`src/rtl/lerc_pkg.sv`:
```
// Package for the leading-edge rise-time classifier.
// Holds field widths, register indexes, status codes, state types and the interpolator request.
// No dependencies.
package lerc_pkg;

  localparam int TIME_W     = 20;
  localparam int AMP_W      = 16;
  localparam int GAIN_W     = 12;
  localparam int OFS_W      = 12;
  localparam int LTH_W      = 16;
  localparam int L2_W       = 15;
  localparam int DIFF_W     = 17;
  localparam int DEN_W      = 17;
  localparam int PROD_W     = DIFF_W + TIME_W;
  localparam int CLS_W      = 4;
  localparam int STAT_W     = 2;
  localparam int IN_DATA_W  = 56;
  localparam int OUT_DATA_W = 64;
  localparam int CFG_IDX_W  = 2;
  localparam int CFG_DATA_W = 16;

  localparam int LOOKAHEAD_DEF   = 10;
  localparam int NUM_CLASSES_DEF = 8;

  localparam logic [GAIN_W-1:0] GAIN_RST = 12'd275;
  localparam logic [OFS_W-1:0]  OFS_RST  = 12'd96;
  localparam logic [LTH_W-1:0]  LTH_RST  = 16'd640;

  typedef enum logic [CFG_IDX_W-1:0] {
    REG_GAIN      = 2'd0,
    REG_OFFSET    = 2'd1,
    REG_LASER_THR = 2'd2
  } reg_idx_t;

  typedef enum logic [STAT_W-1:0] {
    ST_NO_LASER = 2'd0,
    ST_NO_EDGE  = 2'd1,
    ST_NO_PEAK  = 2'd2,
    ST_OK       = 2'd3
  } status_t;

  typedef enum logic [1:0] {
    S_RUN,
    S_INTERP,
    S_CLASS,
    S_EMIT
  } state_t;

  typedef enum logic [1:0] {
    I_IDLE,
    I_MUL,
    I_DIV,
    I_DONE
  } interp_state_t;

  typedef struct packed {
    logic [DIFF_W-1:0] diff;
    logic [DEN_W-1:0]  den;
    logic [TIME_W-1:0] dt_mag;
    logic              dt_neg;
    logic [TIME_W-1:0] t_prev;
  } interp_req_t;

endpackage

```
`src/rtl/lerc_cell.sv`:
```
// One cell of the sample window: holds one amplitude and time, passes them on each transaction.
// Flags whether the incoming amplitude reaches the reference amplitude.
// Depends on lerc_pkg.
module lerc_cell (
  input  logic                               clk,
  input  logic                               shift,
  input  logic signed [lerc_pkg::AMP_W-1:0]  din_amp,
  input  logic        [lerc_pkg::TIME_W-1:0] din_time,
  input  logic signed [lerc_pkg::AMP_W-1:0]  ref_amp,
  output logic signed [lerc_pkg::AMP_W-1:0]  amp_q,
  output logic        [lerc_pkg::TIME_W-1:0] time_q,
  output logic                               ge
);

  always_ff @(posedge clk) begin
    if (shift) begin
      amp_q  <= din_amp;
      time_q <= din_time;
    end
  end

  assign ge = (din_amp >= ref_amp);

endmodule

```
`src/rtl/lerc_interp.sv`:
```
// Edge-time interpolator: one multiply, a one-bit-per-cycle restoring divide, then a signed add.
// Takes a request struct on start and pulses done with the edge time.
// Depends on lerc_pkg.
module lerc_interp (
  input  logic                          clk,
  input  logic                          rst,
  input  logic                          start,
  input  lerc_pkg::interp_req_t         req,
  output logic                          done,
  output logic [lerc_pkg::TIME_W-1:0]   edge_time
);

  localparam int CNT_W = $clog2(lerc_pkg::TIME_W);

  lerc_pkg::interp_state_t state, state_next;
  lerc_pkg::interp_req_t   req_q;
  logic [CNT_W-1:0]                 cnt;
  logic [lerc_pkg::DEN_W-1:0]       rem;
  logic [lerc_pkg::TIME_W-1:0]      qb;
  logic [lerc_pkg::PROD_W-1:0]      prod;
  logic [lerc_pkg::DEN_W:0]         trial;
  logic                             take;

  assign prod  = lerc_pkg::PROD_W'(req_q.diff) * lerc_pkg::PROD_W'(req_q.dt_mag);
  assign trial = {rem, qb[lerc_pkg::TIME_W-1]};
  assign take  = (trial >= {1'b0, req_q.den});

  always_comb begin
    state_next = state;
    case (state)
      lerc_pkg::I_IDLE: if (start) state_next = lerc_pkg::I_MUL;
      lerc_pkg::I_MUL:  state_next = lerc_pkg::I_DIV;
      lerc_pkg::I_DIV:  if (cnt == CNT_W'(lerc_pkg::TIME_W - 1)) state_next = lerc_pkg::I_DONE;
      lerc_pkg::I_DONE: state_next = lerc_pkg::I_IDLE;
      default:          state_next = lerc_pkg::I_IDLE;
    endcase
  end

  always_ff @(posedge clk) begin
    if (rst) begin
      state <= lerc_pkg::I_IDLE;
    end else begin
      state <= state_next;
    end
  end

  always_ff @(posedge clk) begin
    case (state)
      lerc_pkg::I_IDLE: begin
        if (start) req_q <= req;
        cnt <= '0;
      end
      lerc_pkg::I_MUL: begin
        rem <= prod[lerc_pkg::PROD_W-1:lerc_pkg::TIME_W];
        qb  <= prod[lerc_pkg::TIME_W-1:0];
      end
      lerc_pkg::I_DIV: begin
        rem <= take ? lerc_pkg::DEN_W'(trial - {1'b0, req_q.den})
                    : trial[lerc_pkg::DEN_W-1:0];
        qb  <= {qb[lerc_pkg::TIME_W-2:0], take};
        cnt <= cnt + CNT_W'(1);
      end
      default: begin
      end
    endcase
  end

  always_comb begin
    done      = (state == lerc_pkg::I_DONE);
    edge_time = req_q.t_prev + (req_q.dt_neg ? (~qb + lerc_pkg::TIME_W'(1)) : qb);
  end

endmodule

```
`src/rtl/leading_edge_rise_time_classifier_top.sv`:
```
// Top level of the leading-edge rise-time classifier.
// Depends on lerc_pkg, lerc_cell (sample window chain) and lerc_interp (edge-time divider).
//
// Usage:
//   Samples enter on the s_ channel, one transaction per sample; s_tlast marks the final
//   sample of a waveform. One result per waveform leaves on the m_ channel after the
//   sample marked last. Registers are written on cfg_we; the user must write them only
//   while the block is idle, as the block itself does not enforce this. Throughput: one
//   sample per cycle outside the interpolation, band search and result states. The sample on
//   which the signal crosses the leading-edge level holds s_tready low while lerc_interp
//   runs its multiply, 20 divide iterations and the final add. The last sample is
//   followed by a band search over 1 to NUM_CLASSES bands, one band per cycle, then the
//   output register is loaded as soon as no earlier result is still waiting in it.
//   A stalled receiver holds the result in the output register; samples of the next
//   waveform are still taken, and only the next result waits for the register.
//   Reset returns the registers to their defaults and clears the waveform flags and counters;
//   the window cells need no clearing since only samples of the current waveform
//   are ever compared.
module leading_edge_rise_time_classifier_top #(
  parameter int LOOKAHEAD   = lerc_pkg::LOOKAHEAD_DEF,
  parameter int NUM_CLASSES = lerc_pkg::NUM_CLASSES_DEF
) (
  input  logic                              clk,
  input  logic                              rst,
  input  logic                              s_tvalid,
  output logic                              s_tready,
  // sample_time[19:0], signal_amplitude[35:20], laser_amplitude[51:36], zero pad
  input  logic [lerc_pkg::IN_DATA_W-1:0]    s_tdata,
  input  logic                              s_tlast,
  output logic                              m_tvalid,
  input  logic                              m_tready,
  // event_status[1:0], rise_time[21:2], edge_time[41:22], peak_amplitude[57:42],
  // pe_class[61:58], zero pad
  output logic [lerc_pkg::OUT_DATA_W-1:0]   m_tdata,
  input  logic                              cfg_we,
  input  logic [lerc_pkg::CFG_IDX_W-1:0]    cfg_index,
  input  logic [lerc_pkg::CFG_DATA_W-1:0]   cfg_data
);

  localparam int TW     = lerc_pkg::TIME_W;
  localparam int AW     = lerc_pkg::AMP_W;
  localparam int WIN    = LOOKAHEAD + 1;
  localparam int SE_W   = $clog2(LOOKAHEAD + 2);
  localparam int BW_RAW = lerc_pkg::GAIN_W + $clog2(2 * NUM_CLASSES + 2) + 2;
  localparam int BW     = (BW_RAW > AW + 2) ? BW_RAW : AW + 2;

  // configuration
  logic        [lerc_pkg::GAIN_W-1:0] gain;
  logic signed [lerc_pkg::OFS_W-1:0]  pedestal_offset;
  logic signed [lerc_pkg::LTH_W-1:0]  laser_threshold;

  // waveform state
  lerc_pkg::state_t  state, state_next;
  logic              first_seen, laser_crossed, edge_found, peak_found, last_pend;
  logic signed [AW-1:0] prev_laser, peak_amp;
  logic [TW-1:0]     peak_time, edge_time_reg;
  logic [SE_W-1:0]   since_edge, since_next;
  logic signed [BW-1:0] lo;
  logic [lerc_pkg::CLS_W-1:0] cls;

  // input fields
  logic [TW-1:0]        s_t;
  logic signed [AW-1:0] s_a, s_la;
  logic                 accept;

  // window chain
  logic signed [AW-1:0] cell_amp  [LOOKAHEAD];
  logic [TW-1:0]        cell_time [LOOKAHEAD];
  logic [LOOKAHEAD-1:0] cell_ge;

  // edge and peak logic
  logic signed [lerc_pkg::L2_W-1:0] l2;
  logic signed [AW+1:0] a2x, ap2x, l2x, diff_x;
  logic signed [AW:0]   da;
  logic signed [TW:0]   dt;
  logic                 edge_hit, edge_eff, is_max, laser_hit, peak_hit;
  lerc_pkg::interp_req_t req;
  logic                 interp_done;
  logic [TW-1:0]        interp_edge;

  // classification and output
  logic signed [BW-1:0] a2c, m2, hi, lo_init;
  logic                 band_hit, class_end, emit_go;
  lerc_pkg::status_t    status;
  logic signed [TW:0]   rise_d;
  logic [TW-1:0]        rise_o, edge_o;
  logic signed [AW-1:0] pa_o;
  logic [lerc_pkg::CLS_W-1:0] cls_o;

  assign s_t    = s_tdata[TW-1:0];
  assign s_a    = s_tdata[TW+AW-1:TW];
  assign s_la   = s_tdata[TW+2*AW-1:TW+AW];
  assign accept = s_tvalid && s_tready;

  always_ff @(posedge clk) begin
    if (rst) begin
      gain            <= lerc_pkg::GAIN_RST;
      pedestal_offset <= lerc_pkg::OFS_RST;
      laser_threshold <= lerc_pkg::LTH_RST;
    end else if (cfg_we) begin
      case (cfg_index)
        lerc_pkg::REG_GAIN:      gain            <= cfg_data[lerc_pkg::GAIN_W-1:0];
        lerc_pkg::REG_OFFSET:    pedestal_offset <= cfg_data[lerc_pkg::OFS_W-1:0];
        lerc_pkg::REG_LASER_THR: laser_threshold <= cfg_data[lerc_pkg::LTH_W-1:0];
        default: begin
        end
      endcase
    end
  end

  genvar gi;
  generate
    for (gi = 0; gi < LOOKAHEAD; gi++) begin : g_cell
      if (gi == 0) begin : g_head
        lerc_cell u_cell (
          .clk      (clk),
          .shift    (accept),
          .din_amp  (s_a),
          .din_time (s_t),
          .ref_amp  (cell_amp[LOOKAHEAD-1]),
          .amp_q    (cell_amp[gi]),
          .time_q   (cell_time[gi]),
          .ge       (cell_ge[gi])
        );
      end else begin : g_body
        lerc_cell u_cell (
          .clk      (clk),
          .shift    (accept),
          .din_amp  (cell_amp[gi-1]),
          .din_time (cell_time[gi-1]),
          .ref_amp  (cell_amp[LOOKAHEAD-1]),
          .amp_q    (cell_amp[gi]),
          .time_q   (cell_time[gi]),
          .ge       (cell_ge[gi])
        );
      end
    end
  endgenerate

  always_comb begin
    l2     = {pedestal_offset[lerc_pkg::OFS_W-1], pedestal_offset[lerc_pkg::OFS_W-1],
              pedestal_offset, 1'b0} + {3'b000, gain};
    l2x    = (AW+2)'(l2);
    a2x    = {s_a[AW-1], s_a, 1'b0};
    ap2x   = {cell_amp[0][AW-1], cell_amp[0], 1'b0};
    diff_x = l2x - ap2x;
    da     = {s_a[AW-1], s_a} - {cell_amp[0][AW-1], cell_amp[0]};
    dt     = {1'b0, s_t} - {1'b0, cell_time[0]};
    edge_hit  = first_seen && !edge_found && (a2x > l2x) && (ap2x <= l2x);
    edge_eff  = edge_found || edge_hit;
    laser_hit = first_seen && (s_la > laser_threshold) && (prev_laser <= laser_threshold);
    is_max    = ~|cell_ge;
    if (edge_hit) begin
      since_next = SE_W'(1);
    end else if (since_edge < SE_W'(WIN)) begin
      since_next = since_edge + SE_W'(1);
    end else begin
      since_next = since_edge;
    end
    peak_hit = edge_eff && !peak_found && (since_next == SE_W'(WIN)) && is_max;

    req.diff   = diff_x[lerc_pkg::DIFF_W-1:0];
    req.den    = {da[AW-1:0], 1'b0};
    req.dt_neg = dt[TW];
    req.dt_mag = dt[TW] ? TW'(-dt) : dt[TW-1:0];
    req.t_prev = cell_time[0];
  end

  lerc_interp u_interp (
    .clk       (clk),
    .rst       (rst),
    .start     (accept && edge_hit),
    .req       (req),
    .done      (interp_done),
    .edge_time (interp_edge)
  );

  always_comb begin
    a2c      = BW'($signed({peak_amp, 1'b0}));
    m2       = BW'({gain, 1'b0});
    lo_init  = BW'($signed({pedestal_offset, 1'b0})) - BW'(gain);
    hi       = lo + m2;
    band_hit = (a2c >= lo) && (a2c < hi);
    class_end = band_hit || (cls == lerc_pkg::CLS_W'(NUM_CLASSES - 1));
  end

  // next state
  always_comb begin
    state_next = state;
    case (state)
      lerc_pkg::S_RUN: begin
        if (accept) begin
          if (edge_hit) state_next = lerc_pkg::S_INTERP;
          else if (s_tlast) state_next = lerc_pkg::S_CLASS;
        end
      end
      lerc_pkg::S_INTERP: begin
        if (interp_done) state_next = last_pend ? lerc_pkg::S_CLASS : lerc_pkg::S_RUN;
      end
      lerc_pkg::S_CLASS: if (class_end) state_next = lerc_pkg::S_EMIT;
      lerc_pkg::S_EMIT:  if (emit_go) state_next = lerc_pkg::S_RUN;
      default:           state_next = lerc_pkg::S_RUN;
    endcase
  end

  // outputs
  always_comb begin
    s_tready = (state == lerc_pkg::S_RUN);
    emit_go  = (state == lerc_pkg::S_EMIT) && (!m_tvalid || m_tready);
  end

  always_ff @(posedge clk) begin
    if (rst) begin
      state         <= lerc_pkg::S_RUN;
      first_seen    <= 1'b0;
      laser_crossed <= 1'b0;
      edge_found    <= 1'b0;
      peak_found    <= 1'b0;
      last_pend     <= 1'b0;
      since_edge    <= '0;
      cls           <= '0;
      m_tvalid      <= 1'b0;
    end else begin
      state <= state_next;
      if (accept) begin
        first_seen <= 1'b1;
        last_pend  <= s_tlast;
        if (laser_hit) laser_crossed <= 1'b1;
        if (edge_hit) edge_found <= 1'b1;
        if (edge_eff && !peak_found) since_edge <= since_next;
        if (peak_hit) peak_found <= 1'b1;
      end
      if (state == lerc_pkg::S_CLASS) begin
        if (!band_hit) cls <= cls + lerc_pkg::CLS_W'(1);
      end else if (state != lerc_pkg::S_EMIT) begin
        cls <= '0;
      end
      if (emit_go) begin
        m_tvalid      <= 1'b1;
        first_seen    <= 1'b0;
        laser_crossed <= 1'b0;
        edge_found    <= 1'b0;
        peak_found    <= 1'b0;
        last_pend     <= 1'b0;
        since_edge    <= '0;
      end else if (m_tready) begin
        m_tvalid <= 1'b0;
      end
    end
  end

  always_ff @(posedge clk) begin
    if (accept) prev_laser <= s_la;
    if (accept && peak_hit) begin
      peak_amp  <= cell_amp[LOOKAHEAD-1];
      peak_time <= cell_time[LOOKAHEAD-1];
    end
    if (interp_done) edge_time_reg <= interp_edge;
    if (state == lerc_pkg::S_CLASS) lo <= hi;
    else lo <= lo_init;
    if (emit_go) begin
      m_tdata <= {2'b00, cls_o, pa_o, edge_o, rise_o, status};
    end
  end

  always_comb begin
    if (!laser_crossed) status = lerc_pkg::ST_NO_LASER;
    else if (!edge_found) status = lerc_pkg::ST_NO_EDGE;
    else if (!peak_found) status = lerc_pkg::ST_NO_PEAK;
    else status = lerc_pkg::ST_OK;
    rise_d = {1'b0, peak_time} - {1'b0, edge_time_reg};
    edge_o = '0;
    rise_o = '0;
    pa_o   = '0;
    cls_o  = '0;
    if (status == lerc_pkg::ST_NO_PEAK || status == lerc_pkg::ST_OK) edge_o = edge_time_reg;
    if (status == lerc_pkg::ST_OK) begin
      rise_o = rise_d[TW] ? '0 : rise_d[TW-1:0];
      pa_o   = peak_amp;
      cls_o  = cls;
    end
  end

  a_done_in_interp: assert property (@(posedge clk) disable iff (rst)
    interp_done |-> state == lerc_pkg::S_INTERP)
    else $error("interpolator finished outside its wait state");

  a_peak_after_edge: assert property (@(posedge clk) disable iff (rst)
    peak_found |-> edge_found && since_edge == SE_W'(WIN))
    else $error("peak flagged without edge or full look-ahead");

  a_cls_range: assert property (@(posedge clk) disable iff (rst)
    cls <= lerc_pkg::CLS_W'(NUM_CLASSES))
    else $error("class index beyond band count");

  a_emit_clears: assert property (@(posedge clk) disable iff (rst)
    emit_go |=> !first_seen && !edge_found && state == lerc_pkg::S_RUN)
    else $error("waveform state not cleared after result");

endmodule
```
`config.mk`:
```
export PLATFORM = sky130hd
export DESIGN_NAME = leading_edge_rise_time_classifier_top
export DESIGN_NICKNAME = d
export VERILOG_FILES = /design/src/rtl/lerc_pkg.sv /design/src/rtl/lerc_cell.sv /design/src/rtl/lerc_interp.sv /design/src/rtl/leading_edge_rise_time_classifier_top.sv
export SDC_FILE = /design/constraint.sdc
export NUM_CORES = 2
export LEC_CHECK = 0
export BUFFER_PORTS_ARGS = -buffer_cell sky130_fd_sc_hd__buf_2
export CORE_ASPECT_RATIO = 1.4
export CORE_UTILIZATION = 45
export CTS_BUF_LIST = sky130_fd_sc_hd__clkbuf_2
export CTS_CLUSTER_SIZE = 16
export DETAILED_ROUTE_END_ITERATION = 16
export GPL_ROUTABILITY_DRIVEN = 0
export SYNTH_ARGS = -nofsm -noshare
export SYNTH_HDL_FRONTEND = slang
export SYNTH_SLANG_ARGS = --single-unit
```
`constraint.sdc`:
```
create_clock -name clk -period 21.1 [get_ports clk]
set_input_delay 1.055 -clock clk [delete_from_list [all_inputs] [get_ports clk]]
set_output_delay 1.055 -clock clk [all_outputs]
set_load 0.03 [all_outputs]
```
==> impl_metrics.env <==
export IMPL_yosysWarnings=0
export IMPL_crit_fanout=20
export IMPL_ff2ff_setup_slack_ns=13.07
export IMPL_crit_path_start_kind="flop"
export IMPL_worst_pin_slew_ns=1.35
export IMPL_multi_input_area_mm2=0.0237
export IMPL_crit_buf_inv=4
export IMPL_syn_avg_cell_area_um2=11.2
export IMPL_slowest_stage="a2111oi_0"
export IMPL_io_pins=146
export IMPL_fp_dieW_um=272
export IMPL_tns_ns=0
export IMPL_regMostFlops="g_cell.g_body.u_cell.time_q"
export IMPL_worst_setup_path_end_kind="flop"
export IMPL_synth_cell_types=84
export IMPL_num_fill_cells=9358
export IMPL_numCtsBuffers=164
export IMPL_hold_viol=0
export IMPL_placedCellCount=5496
export IMPL_ys_seq_area_share_pct=43.3
export IMPL_first_pass_iters=5
export IMPL_synth_area_mm2=0.0459
export IMPL_worstSetupEndpoint="u_interp.rem[10]$_DFFE_PP_"
export IMPL_synthCells=4106
export IMPL_grt_overflow_total=0
export IMPL_power_density_mw_per_mm2=169
export IMPL_timing_final_crit_share_pct=38.1
export IMPL_clk_pin_slew_worst_paths_ns=0.13
export IMPL_rows=138
export IMPL_crit_arrival_ns=9.13
export IMPL_io_buffer_count=139
export IMPL_remaining_drc_errors=0
export IMPL_ir_worst_vdd_mv=0.231
export IMPL_layout_common_cells="edfxtp_1 (611), inv_1 (528), ha_1 (502), nand2_1 (416), fa_1 (278)"
export IMPL_seq_area_mm2=0.0199
export IMPL_finalMaxSlewViolations=0
export IMPL_layout_setup_ws_ns=13.07
export IMPL_drv_cap=0
export IMPL_final_common_cell="edfxtp_1"
export IMPL_final_cells=5880
export IMPL_finalSetupViolCount=0
export IMPL_largest_reg_flops=180
export IMPL_hpwl_mm=80.3
export IMPL_drive_gt1_share_pct=10.2
export IMPL_crit_top_cell="fa_1"
export IMPL_cts_resized=0
export IMPL_cts_max_level=4
export IMPL_cp_slowest_stage_delay_ns=1.18
export IMPL_grt_start_max_net_pins=181
export IMPL_clock_fmax_ghz=0.125
export IMPL_syn_to_final_growth_pct=10.1
export IMPL_dp_worst_setup_slack_ns=13.30
export IMPL_post_cts_setup_buffers=0
export IMPL_vias_per_cell=5.26
export IMPL_grt_usage_pct=21.1
export IMPL_largest_registers="g_cell.g_body.u_cell.time_q: 180 flops, g_cell.g_body.u_cell.amp_q: 144 flops, u_interp.req_q: 74 flops"
export IMPL_antenna_left=0
export IMPL_start_util_pct=45.4
export IMPL_relSlewSlack_pct=7.39
export IMPL_hold_buffers=86
export IMPL_ys_flop_type="edfxtp_1"
export IMPL_min_period_ns=8.03
export IMPL_grt_pass1_wl_mm=170
export IMPL_grt_pass1_vias=32300
export IMPL_clk_latency_ns=1.47
export IMPL_startpoint="u_interp.req_q[63]$_DFFE_PP_"
export IMPL_cts_tree="done"
export IMPL_synth_seq_cells=687
export IMPL_die_area_mm2=0.103
export IMPL_p_seq_share_pct=27.3
export IMPL_r2r_start="u_interp.req_q[63]$_DFFE_PP_"
export IMPL_cpLargestDelayFamily="adder cells"
export IMPL_r2r_end="u_interp.rem[10]$_DFFE_PP_"
export IMPL_wire_per_inst_um=18.2
export IMPL_core_area_mm2=0.101
export IMPL_antenna_found_initial=6
export IMPL_routed_wl_mm=107
export IMPL_reg2reg_depth=22
export IMPL_combPwrFrac_pct=62.0
export IMPL_drt_iter0_drc=1367
export IMPL_clock_sinks=687
export IMPL_p_int_mw=4.70
export IMPL_async_flop_share_pct=0
export IMPL_p_sw_mw=3.82
export IMPL_hp_class="input port to flop"
export IMPL_power_frac_clock_pct=10.6
export IMPL_clockRootBuffer="clkbuf_2"
export IMPL_clockBufferDepth=3
export IMPL_worst_setup_path_type="flop to flop"
export IMPL_power_leakage_nw=21.9
export IMPL_finClkSkew_ns=0.121
export IMPL_fin_nets=5279
export IMPL_vias=30900
export IMPL_status="complete, no violations"
export IMPL_post_route_util_pct=49.9
export IMPL_die_h_um=380
export IMPL_p_sw_share_pct=44.8
export IMPL_synth_edf_count=611
export IMPL_cp_depth=22
export IMPL_rsz0062_at_grt="false"
export IMPL_crit_required_ns=22.20
export IMPL_path_cells="and2_1 -> fa_1 -> inv_1 -> fa_1 -> fa_1 -> inv_1 -> fa_1 -> fa_1 -> inv_1 -> fa_1 -> inv_1 -> ha_1 -> and4_1 -> nand2_1 -> a211oi_1 -> o31ai_1 -> a2111oi_0 -> o21ai_0 -> nand2b_1 -> a21oi_1 -> xor2_1 -> mux2i_1"
-- cell usage after synthesis, drive strengths merged (43+ instances only) --
| master | n | share of area (%) |
|---|---|---|
| edfxtp | 611 | 40 |
| inv | 528 | 4.3 |
| ha | 503 | 14 |
| nand2 | 416 | 3.4 |
| fa | 278 | 12 |
| a21oi | 209 | 2.3 |
| and2 | 169 | 2.3 |
| nor2 | 159 | 1.3 |
| o21ai | 152 | 1.7 |
| xnor2 | 124 | 2.4 |
| clkbuf | 98 | 0.80 |
| a21o | 95 | 1.6 |
| dfxtp | 76 | 3.3 |
| xor2 | 59 | 1.1 |
| nor2b | 54 | 0.74 |
| nand4 | 48 | 0.65 |
| nand3 | 46 | 0.50 |
| nor3 | 44 | 0.48 |
| o21a | 44 | 0.72 |
| and3 | 43 | 0.59 |
-- cells by family (layout without fill, tap and decap cells) --
kind of cell             Yosys count  count (layout)  synth area share [%]
buffers and inverters            631            1069                  5.18
flip-flops                       687             687                  43.3
multiplexers                      18              18                 0.412
AND/OR/NAND/NOR                 1114            1114                  12.0
other                              1               7               0.00817
AO/OA/AOI/OAI                    691             691                  9.76
adder cells (fa/ha/maj)          781             781                  25.8
XOR/XNOR                         183             183                  3.49
-- per-stage QoR --
stage	hold WS, ns	instance area (um2)	total power [mW]
final	0.199	50500	8.52
after global routing	0.0917	50500	9.40
after CTS	0.0120	50500	8.62
after detailed placement	0.405	48100	7.64
after global placement	0.401	48100	7.57
after floorplan	0.400	45900	6.39
-- power by group through the flow --
stage | Combinational, mW | Clock [mW] | Sequential (mW)
after floorplan | 4.05 | 0 | 2.34
after global placement | 5.22 | 0 | 2.35
after detailed placement | 5.27 | 0 | 2.37
after CTS | 5.33 | 0.951 | 2.33
after global routing | 6.03 | 1.01 | 2.37
final | 5.29 | 0.907 | 2.33
-- per-layer routing --
metal / up-vias / GRT usage [%] / wire [um]
met3: 214 / 3.26 / 3770
met2: 590 / 38.3 / 55700
met5: - / 0 / 31
met1: 15200 / 24.4 / 43500
met4: 4 / 9.37 / 4010
li1: 15000 / - / -
-- final cells by class --
class,instances,area share (%)
timing repair buffer,248,3.45
inverter,528,3.92
tap,1330,3.29
antenna,5,0.0248
clock inverter,57,0.745
multi-input combinational,2789,46.9
sequential,687,39.3
clock buffer,236,2.34
-- how the worst min path moves through the flow --
stage,cells past startpoint,slack [ns],startpoint,to
floorplan,0,0.40,g_cell[1].g_body.u_cell.time_q[0]$_DFFE_PP_,g_cell[2].g_body.u_cell.time_q[0]$_DFFE_PP_
global placement,0,0.40,g_cell[3].g_body.u_cell.time_q[1]$_DFFE_PP_,g_cell[4].g_body.u_cell.time_q[1]$_DFFE_PP_
detailed placement,0,0.40,g_cell[1].g_body.u_cell.time_q[2]$_DFFE_PP_,g_cell[2].g_body.u_cell.time_q[2]$_DFFE_PP_
CTS,4,0.01,cfg_we,gain[3]$_SDFFE_PP0P_
global route,4,0.09,cfg_we,gain[2]$_SDFFE_PP0P_
finish,4,0.20,cfg_we,gain[2]$_SDFFE_PP0P_
-- worst register-to-register path: stages (launching register included) --
cell and delay [ns]:
edfxtp_1 0.81, and2_1 0.38, fa_1 0.49, inv_1 0.06
fa_1 0.49, fa_1 0.52, inv_1 0.05, fa_1 0.46
fa_1 0.55, inv_1 0.05, fa_1 0.52, inv_1 0.04
ha_1 0.33, and4_1 0.31, nand2_1 0.09, a211oi_1 0.46
o31ai_1 0.16, a2111oi_0 1.18, o21ai_0 0.26, nand2b_1 0.15
a21oi_1 0.09, xor2_1 0.14, mux2i_1 0.08
(Power assumes the default switching activity.)
